### src/rtl/grid_ray_boundary_step_core_defines.svh
// Assertion macros shared by the grid ray boundary step RTL.
// Included by the top level; no other dependencies.
`ifndef GRID_RAY_BOUNDARY_STEP_CORE_DEFINES_SVH
`define GRID_RAY_BOUNDARY_STEP_CORE_DEFINES_SVH

// same-cycle implication, disabled during reset
`define GRBS_ASSERT_IMP(lbl, clk, rst_n, ante, cons) \
  lbl: assert property (@(posedge clk) disable iff (!rst_n) (ante) |-> (cons)) \
    else $error("grbs assertion failed");

// next-cycle implication, disabled during reset
`define GRBS_ASSERT_NXT(lbl, clk, rst_n, ante, cons) \
  lbl: assert property (@(posedge clk) disable iff (!rst_n) (ante) |=> (cons)) \
    else $error("grbs assertion failed");

`endif

### src/rtl/grbs_pkg.sv
// Shared types and constants for the grid ray boundary step core.
// No dependencies.
`timescale 1ns / 1ps
package grbs_pkg;

  localparam int POS_W         = 32;
  localparam int DIR_W         = 32;
  localparam int BND_W         = 34;
  localparam int MAG_W         = 33;
  localparam int CELL_W        = 16;
  localparam int FRAC_BITS_DEF = 16;
  localparam int CFG_IDX_W     = 1;
  localparam int IN_W          = 64;
  localparam int OUT_W         = 96;
  localparam int USER_W        = 2;

  localparam logic [CFG_IDX_W-1:0] REG_RAY_DIR_X = 1'b0;
  localparam logic [CFG_IDX_W-1:0] REG_RAY_DIR_Y = 1'b1;

  localparam logic AXIS_X = 1'b0;
  localparam logic AXIS_Y = 1'b1;

  localparam logic signed [POS_W-1:0] POS_MAX = 32'sh7fffffff;
  localparam logic signed [POS_W-1:0] POS_MIN = 32'sh80000000;

  typedef struct packed {
    logic signed [DIR_W-1:0] d;
    logic signed [POS_W-1:0] p;
    logic signed [BND_W-1:0] b;
  } axis_side_t;

  typedef struct packed {
    logic signed [POS_W-1:0] next_x;
    logic signed [POS_W-1:0] next_y;
    logic                    axis;
    logic                    zero;
    logic                    dec_x;
    logic                    dec_y;
  } step_res_t;

endpackage

### src/rtl/grbs_front.sv
// Front stages: nudge, grid boundary and divider operands for both axes.
// Depends on grbs_pkg.
`timescale 1ns / 1ps
module grbs_front #(
  parameter int FRAC_BITS = grbs_pkg::FRAC_BITS_DEF,
  parameter int NUM_W     = grbs_pkg::MAG_W + FRAC_BITS
) (
  input  logic                               clk,
  input  logic                               rst_n,
  input  logic                               en,
  input  logic                               in_valid,
  input  logic signed [grbs_pkg::POS_W-1:0]  pos_x,
  input  logic signed [grbs_pkg::POS_W-1:0]  pos_y,
  input  logic signed [grbs_pkg::DIR_W-1:0]  dir_x,
  input  logic signed [grbs_pkg::DIR_W-1:0]  dir_y,
  output logic                               out_valid,
  output grbs_pkg::axis_side_t               out_side_x,
  output grbs_pkg::axis_side_t               out_side_y,
  output logic [NUM_W-1:0]                   out_num_x,
  output logic [NUM_W-1:0]                   out_num_y,
  output logic [grbs_pkg::DIR_W-1:0]         out_den_x,
  output logic [grbs_pkg::DIR_W-1:0]         out_den_y
);
  import grbs_pkg::*;

  localparam logic signed [BND_W-1:0] ONE_M1 = (BND_W'(1) << FRAC_BITS) - BND_W'(1);
  localparam logic [BND_W-1:0]        FMASK  = ~((BND_W'(1) << FRAC_BITS) - BND_W'(1));

  logic signed [POS_W-1:0] pos_a [2];
  logic signed [DIR_W-1:0] dir_a [2];

  logic                    v1_r;
  axis_side_t              side1_r [2];
  axis_side_t              side1_nxt [2];
  logic [DIR_W-1:0]        den1_r [2];
  logic [DIR_W-1:0]        den1_nxt [2];

  logic                    v2_r;
  axis_side_t              side2_r [2];
  logic [NUM_W-1:0]        num2_r [2];
  logic [NUM_W-1:0]        num2_nxt [2];
  logic [DIR_W-1:0]        den2_r [2];

  assign pos_a[0] = pos_x;
  assign pos_a[1] = pos_y;
  assign dir_a[0] = dir_x;
  assign dir_a[1] = dir_y;

  // boundary: round p + nudge + neg up to a grid line
  always_comb begin
    logic signed [BND_W-1:0] k;
    logic signed [BND_W-1:0] sum;
    for (int i = 0; i < 2; i++) begin
      k   = dir_a[i][DIR_W-1] ? '1 : ONE_M1;
      sum = BND_W'(pos_a[i]) + BND_W'(dir_a[i] >>> FRAC_BITS) + k;
      side1_nxt[i].d = dir_a[i];
      side1_nxt[i].p = pos_a[i];
      side1_nxt[i].b = sum & FMASK;
      den1_nxt[i]    = dir_a[i][DIR_W-1] ? DIR_W'(-dir_a[i]) : DIR_W'(dir_a[i]);
    end
  end

  // distance to the boundary as a magnitude, scaled by one
  always_comb begin
    logic signed [BND_W-1:0] mag;
    for (int i = 0; i < 2; i++) begin
      mag = side1_r[i].d[DIR_W-1] ? (BND_W'(side1_r[i].p) - side1_r[i].b)
                                  : (side1_r[i].b - BND_W'(side1_r[i].p));
      num2_nxt[i] = {mag[MAG_W-1:0], {FRAC_BITS{1'b0}}};
    end
  end

  always_ff @(posedge clk) begin
    if (!rst_n) begin
      v1_r <= 1'b0;
      v2_r <= 1'b0;
    end else if (en) begin
      v1_r <= in_valid;
      v2_r <= v1_r;
    end
  end

  always_ff @(posedge clk) begin
    if (en) begin
      for (int i = 0; i < 2; i++) begin
        side1_r[i] <= side1_nxt[i];
        den1_r[i]  <= den1_nxt[i];
        side2_r[i] <= side1_r[i];
        num2_r[i]  <= num2_nxt[i];
        den2_r[i]  <= den1_r[i];
      end
    end
  end

  assign out_valid  = v2_r;
  assign out_side_x = side2_r[0];
  assign out_side_y = side2_r[1];
  assign out_num_x  = num2_r[0];
  assign out_num_y  = num2_r[1];
  assign out_den_x  = den2_r[0];
  assign out_den_y  = den2_r[1];

endmodule

### config.mk
export PLATFORM = sky130hd
export DESIGN_NAME = grbs_front
export DESIGN_NICKNAME = d
export VERILOG_FILES = /design/src/rtl/grid_ray_boundary_step_core_defines.svh /design/src/rtl/grbs_pkg.sv /design/src/rtl/grbs_front.sv
export SDC_FILE = /design/constraint.sdc
export NUM_CORES = 1
export LEC_CHECK = 0
export BUFFER_PORTS_ARGS = -buffer_cell sky130_fd_sc_hd__buf_2
export CAP_MARGIN = 20
export CORE_MARGIN = 3
export CORE_UTILIZATION = 45
export CTS_CLUSTER_SIZE = 28
export DETAILED_ROUTE_END_ITERATION = 6
export GPL_TIMING_DRIVEN = 0
export PLACE_DENSITY_LB_ADDON = 0.2
export SYNTH_ARGS = -nofsm -noshare
export SYNTH_HDL_FRONTEND = slang
export SYNTH_SLANG_ARGS = --single-unit
export TNS_END_PERCENT = 20
### constraint.sdc
create_clock -name clk -period 3.4 [get_ports clk]
set_input_delay 0.17 -clock clk [delete_from_list [all_inputs] [get_ports clk]]
set_output_delay 0.17 -clock clk [all_outputs]
set_load 0.05 [all_outputs]
==> results of run 1 <==
==> report_power, final <==
group,internal (mW),switching [mW],leakage (nW),total [mW]
Sequential,7.93,0.308,5.07,8.24
Combinational,1.40,3.25,7.22,4.65
Clock,3.33,2.52,0.837,5.85
==> routing by layer <==
| layer | GRT usage (%) | up-vias | part of all wire, % |
|---|---|---|---|
| met1 | 25.0 | 7929 | 40 |
| li1 | - | 7964 | - |
| met3 | 5.62 | 99 | 7.7 |
| met2 | 34.3 | 512 | 49 |
| met4 | 7.18 | 0 | 3.0 |
| met5 | 0 | - | 0 |
==> synth_stat cells (all sizes together), types with 4 or more instances <==
cell type / number / area (um^2)
a21oi: 108 / 541
nor2: 70 / 263
mux2i: 4 / 40.0
clkbuf: 21 / 80.1
o31ai: 22 / 179
a211oi: 12 / 90.1
a21o: 35 / 263
xnor2: 100 / 876
o21bai: 16 / 120
o211ai: 13 / 97.6
nor3b: 4 / 30.0
nand2b: 14 / 103
or4: 4 / 33.8
o41ai: 12 / 124
nor3: 21 / 105
inv: 213 / 800
edfxtp: 516 / 15500
nor4: 13 / 81.3
nand3b: 7 / 52.6
xor2: 53 / 464
o21ai: 75 / 375
nand4: 19 / 119
nand2: 73 / 274
a31oi: 20 / 125
or3: 7 / 43.8
buf: 77 / 544
o2111ai: 5 / 43.8
nand3: 16 / 80.1
or2: 12 / 77.6
a221oi: 5 / 43.8
a31o: 5 / 43.8
a311oi: 5 / 43.8
mux2: 4 / 45.0
nor2b: 26 / 163
o21a: 6 / 45.0
ha: 188 / 2350
==> repair_timing <==
| item | CTS | global route |
|---|---|---|
| setup buffers | 0 | 0 |
| hold endpoints to repair | 198 | 0 |
| hold buffers | 130 | 0 |
| gates resized for setup | 1 | 3 |
| setup endpoints to repair | 10 | 7 |
==> stage by stage <==
step / hold WS, ps / worst slack (ps)
floorplan: 269 / 606
global placement: 366 / -5490
detailed placement: 366 / -969
CTS: 145 / 94.4
global route: 136 / 20.6
finish: 137 / 205
==> worst max-delay path by stage <==
stage	start	end	slack, ps	depth (start not counted)
2_1_floorplan	dir_y[31]	side1_r[0][99]$_DFFE_PP_	610	13
3_3_place_gp	en	v1_r$_SDFFE_PN0P_	-5490	3
3_5_place_dp	dir_x[31]	side1_r[0][16]$_DFFE_PP_	-970	13
4_1_cts	dir_x[29]	side1_r[0][16]$_DFFE_PP_	90	13
5_1_grt	dir_y[29]	side1_r[0][99]$_DFFE_PP_	20	14
6_report	dir_y[25]	side1_r[0][97]$_DFFE_PP_	210	14
==> sequential cells by signal, summed over array words and instances (netlist names) <==
register / flops
out_valid: 1
den2_r: 64
side2_r: 160
v1_r: 1
num2_r: 66
den1_r: 64
side1_r: 162
==> layout make-up <==
class,instances,share of cell area (%)
Inverter,214,2.59
Clock inverter,31,1.05
Buffer,96,1.99
Timing Repair Buffer,560,11.5
Multi-Input combinational cell,1077,25.6
Tap cell,696,2.80
Clock buffer,69,4.53
Sequential cell,518,50.0
==> logic make-up after synthesis <==
| family | Yosys count |
|---|---|
| multiplexers | 8 |
| other | 1 |
| adder cells (fa/ha/maj) | 190 |
| AO/OA/AOI/OAI | 362 |
| XOR/XNOR | 153 |
| buffers and inverters | 312 |
| AND/OR/NAND/NOR | 300 |
| flip-flops | 518 |
==> metrics.yaml, run 1 <==
outcome: "complete, no violations"
area_delta_synth_final_pct: 25.9
hold_path_end: "side1_r[0][163]$_DFFE_PP_"
clock.fmax_mhz: 313
port_buffers: 426
rsz0062_at_grt: "no"
synth_fa_ha_area_share_pct: 9.70
synth-simple-area-share_pct: 6.23
tightestPinTransition_ps: 1030
drc: 0
r2r_start: "side1_r[0][23]$_DFFE_PP_"
grt_pass1_wl_um: 90600
ant_nets: 0
io_pins: 491
maxCapViolations: 0
avgViaCountPerCell: 5.06
r2r_slack_ps: 260
drt_wl_total_um: 60500
critical_path_required_ps: 3740
synth_ff_type: "edfxtp_1"
final_nets: 2843
synth.distinct_cells: 71
start_util_pct: 45.6
worst-path-buf-inv: 4
multiInputGateArea_um2: 7940
clkSinkCount: 518
powerDensity_nw_per_um2: 604
placed_area_um2: 28000
track_usage_pct: 20.3
place_congestion: 0.867
die_area_um2: 57600
fin_util_pct: 57.5
core_um2: 54000
clkTransAtPathRegs_ps: 60
antenna_found_initial: 0
tns_ps: 0
drive_gt1_share_pct: 23.5
cp_cell_sequence: "dlygate4sd3_1, buf_2, inv_1, ha_1, inv_1, ha_1, a211oi_1, o21ai_0, a221o_1, or3b_2, a31oi_1, o211ai_1, a21oi_1, a31oi_1"
ys_warn_count: 0
worstPathArrival_ps: 3530
root_buffer: "clkbuf_16"
synth_edf_count: 516
clk_latency_ps: 620
max_stage_delay_ps: 550
ys_ff_latch: 518
min_from: "dir_y[31]"
criticalPathCategory: "in -> reg"
final.period_utilization_pct: 94.0
yosysSeqAreaShare_pct: 63.0
cp_max_fo: 6
synth_cells: 1844
muxShareOfSynthArea_pct: 0.345
async_flop_share_pct: 0
grt_max_degree: 131
leakagePower_nw: 13.1
num_vias: 16504
rows: 85
regToRegEndpoint: "num2_r[0][26]$_DFFE_PP_"
tritoncts: "done"
diodes: 0
n_fill_cell: 4416
ctsLongestPathBuffers: 3
syn_area_um2: 24700
syn_avg_cell_area_um2: 13.4
dieWidth_um: 240
critPathCaptureType: "flip-flop"
firstDrtPassIters: 7
synth_top_family_by_area: "adder cells"
reg2reg_depth: 8
cts-htree-levels: 2
max_slew_margin_pct: 30.8
fin_crit_ps: 3190
final_cell_count_no_fill: 3261
grt_pass1_vias: 16310
die_h_um: 240
hold_depth: 1
wl_per_cell_um: 18.6
cp_top_family: "compound AO/OA/AOI/OAI gates"
final_common_cell: "edfxtp_1"
cp-start-kind: "input port"
hold_viol: 0
fin_area_um2: 31100
placed_cells: 3033
drt-initial-drc-count: 980
register_area_um2: 15500
peakVddDrop_mv: 0.439
finalSetupViolations: 0
skew_ps: 29.4
synth_xor_area_share_pct: 5.43
critPathSlowestCell: "dlygate4sd3_1"
mostFrequentLayoutCells: "edfxtp_1 (516), buf_2 (423), inv_1 (213)"
dp_hpwl_um: 44500
synth_compound_area_share_pct: 9.50
min_path_type: "in -> reg"
slew_viol_final: 0
overflow: 0
cts_buffers: 54
power.total_mw: 18.7
No activity file was read; power rests on OpenSTA's default activity.
==> inputs of run 2 (changes only) <==
--- a/config.mk
+++ b/config.mk
@@ -5,6 +5,7 @@
 export SDC_FILE = /design/constraint.sdc
 export NUM_CORES = 1
 export LEC_CHECK = 0
+export ABC_AREA = 1
 export BUFFER_PORTS_ARGS = -buffer_cell sky130_fd_sc_hd__buf_2
 export CAP_MARGIN = 20
 export CORE_MARGIN = 3
==> metrics.yaml, run 2 <==
synthTopCellsByArea: "edfxtp_1 (56%), ha_1 (8.5%), nand2_1 (7.7%)"
dp_hpwl_um: 63100  # +42%
cp-start-kind: "input port"
yosys.area.top_type: "edfxtp_1"
clkTransAtPathRegs_ps: 60  # about the same
root_buffer: "clkbuf_16"
fin_util_pct: 56.5  # -1.0 points
clock.fmax_mhz: 324  # +3.5%
cts_repair_resize_count: 0  # -1
firstDrtPassIters: 6  # -1
final_nets: 3745  # +32%
core_um2: 60600  # +12%
postCtsSetupBuffers: 0  # unchanged
ys_warn_count: 0  # unchanged
syn_avg_cell_area_um2: 10.1  # -25%
placed_cells: 4020  # +33%
wl_per_cell_um: 18.8  # +1.5%
seq_power_share_pct: 41.8  # -2.2 points
cts_buffers: 54  # unchanged
leakagePower_nw: 15.6  # +19%
hold_buffers: 129  # -0.77%
critPathCaptureType: "flip-flop"
slew_viol_final: 0  # unchanged
final.period_utilization_pct: 90.8  # -3.1 points
rows: 90  # +5.9%
clk_latency_ps: 610  # about the same
yosysMostFrequentCell: "nand2_1"
start_util_pct: 45.6  # -0.049 points
max_slew_margin_pct: 45.0  # +14 points
skew_ps: 16.2  # -13.2 ps
tritoncts: "done"
combPwrFrac_pct: 27.6  # +2.8 points
min_path_type: "in -> reg"
reg_top3: "side1_r: 162 flops, side2_r: 160 flops, num2_r: 66 flops"
fin_crit_ps: 3090  # -107 ps
hold_depth: 1  # unchanged
area_delta_synth_final_pct: 23.8
syn_area_um2: 27600  # +12%
yosys.area.top_type_share_pct: 56.1  # -6.7 points
die_h_um: 254  # +5.7%
clkSinkCount: 518  # unchanged
synth_cells: 2745  # +49%
drt-initial-drc-count: 1561  # +59%
num_vias: 21290  # +29%
power.total_mw: 19.7  # +5.0%
finalSetupViolations: 0  # unchanged
overflow: 0  # unchanged
synthTopCellsByCount: "nand2_1 (565), edfxtp_1 (516), inv_1 (388), nor2_1 (258), ha_1 (188)"
ctsLongestPathBuffers: 3  # unchanged
die_area_um2: 64400  # +12%
rsz0062_at_grt: "no"
ys_ff_latch: 518  # unchanged
critical_path_required_ps: 3720  # -20 ps
hold_viol: 0  # unchanged
drc: 0  # unchanged
final_common_cell: "nand2_1"
io_pins: 491  # unchanged
diodes: 0  # unchanged
largest_register_ffs: 162  # unchanged
peakVddDrop_mv: 0.426  # -2.9%
outcome: "complete, no violations"
dieWidth_um: 254  # +5.7%
ant_nets: 0  # unchanged
r2r_slack_ps: 840  # +580 ps
drt_wl_total_um: 80000  # +32%
track_usage_pct: 24.5  # +4.3 points
r2r_start: "side1_r[0][1]$_DFFE_PP_"
avgViaCountPerCell: 5.01  # -0.97%
regToRegEndpoint: "num2_r[0][32]$_DFFE_PP_"
final_cell_count_no_fill: 4248  # +30%
cts-htree-levels: 2  # unchanged
grt_pass1_vias: 21206  # +30%
maxCapViolations: 0  # unchanged
mostFrequentLayoutCells: "nand2_1 (565), edfxtp_1 (516), buf_2 (434)"
power_frac_clock_pct: 30.6  # -0.6 points
hold_path_end: "side1_r[0][163]$_DFFE_PP_"
drive_gt1_share_pct: 18.8  # -4.7 points
p_switching_mw: 6.77  # +11%
min_from: "dir_y[31]"
n_fill_cell: 5295  # +20%
worstPathArrival_ps: 3410  # -120 ps
synth_ff_type: "edfxtp_1"
antenna_found_initial: 0  # unchanged
reg2reg_depth: 12  # +4
grt_pass1_wl_um: 121000  # +33%
synth_edf_count: 516  # unchanged
synth.distinct_cells: 51  # -28%
tightestPinTransition_ps: 825  # -203 ps
criticalPathCategory: "in -> reg"
yosysSeqAreaShare_pct: 56.2  # -6.8 points
switching_share_pct: 34.4  # +2.0 points
port_buffers: 426  # unchanged
powerDensity_nw_per_um2: 575  # -4.7%
async_flop_share_pct: 0  # unchanged
internal_power_mw: 12.9  # +1.9%
grt_max_degree: 116  # -11%
cp_max_fo: 17  # +11
place_congestion: 0.893  # +3.0%
finalHoldWorstSlack_ps: 41.0  # -96.1 ps
regMostFlops: "side1_r"
## run 2: cell count changes after synthesis, moves of 42 or more
cell,before,now
a21oi_1,108,150
inv_1,213,388
nand2_1,73,565
nand3_1,16,109
nor2_1,70,258
xnor2_1,100,17
xor2_1,53,103
## run 2: critical path, cell delays in order
cell and delay [ps]:
buf_2 340, clkbuf_1 480, inv_1 160, clkbuf_1 410, ha_1 430, inv_1 40, ha_1 300, nand2_1 100
nor2_1 150, inv_1 90, nor3_1 130, nand2_1 110, a21boi_0 240, nor2_1 70, nand2_1 70, nand2_1 100
## run 2: layout make-up
class	instances	area, um^2	area share (%)
buffer	96	629	1.84
inverter	401	1510	4.40
clock inverter	32	365	1.07
multi-input combinational	1793	10200	29.8
clock buffer	67	1460	4.27
tap	782	978	2.86
sequential	518	15500	45.4
timing repair buffer	559	3540	10.4
## run 2: power by group through the flow
stage               combinational (mW)  sequential, mW  clock [mW]
finish                            5.42            8.23        6.02
global route                      5.94            8.29        6.40
CTS                               5.41            8.24        6.16
detailed placement                5.28            8.36           0
global placement                  5.24            8.44           0
floorplan                         2.51            9.49           0
## run 2: kinds of logic (layout without fill, tap and decap cells)
kind of cell               after synthesis  after routing  synth area share, %
and+or+nand+nor                       1072           1072                 16.6
buffers and inverters                  497           1155                 7.73
xor gates and xnor gates               120            120                 3.80
AOI/OAI and AO/OA                      343            343                 6.84
adders and majority gates              190            190                 8.66
other                                    1             64               0.0136
muxes                                    4              4                0.145
DFF                                    518            518                 56.2
## run 2: how the worst max path moves through the flow
stage              start                  endpoint  slack [ps]  depth (start not counted)
2_1_floorplan  dir_y[31]  side1_r[0][90]$_DFFE_PP_        1030                         15
3_3_place_gp          en         v1_r$_SDFFE_PN0P_       -5380                          4
3_5_place_dp   dir_y[31]  side1_r[0][96]$_DFFE_PP_        -260                         16
4_1_cts        dir_y[31]  side1_r[0][90]$_DFFE_PP_         370                         16
5_1_grt        dir_y[31]  side1_r[0][90]$_DFFE_PP_          40                         16
6_report       dir_y[31]  side1_r[0][90]$_DFFE_PP_         310                         16
## run 2: layer usage
| layer | share of wire (%) | GRT usage (%) | wire length [um] |
|---|---|---|---|
| met1 | 43 | 32.5 | 34500 |
| met3 | 7.4 | 6.07 | 5960 |
| met2 | 47 | 40.1 | 37200 |
| met4 | 2.9 | 7.24 | 2300 |
| met5 | 0 | 0 | 0 |
## run 2: per-stage QoR
step,TNS [ps],cell area [um^2],setup WS [ps]
after floorplan,0,27900,1030
after global placement,-2717210,31000,-5380
after detailed placement,-2650,31100,-264
after CTS,0,34200,372
after global routing,0,34200,35.9
final,0,34200,312
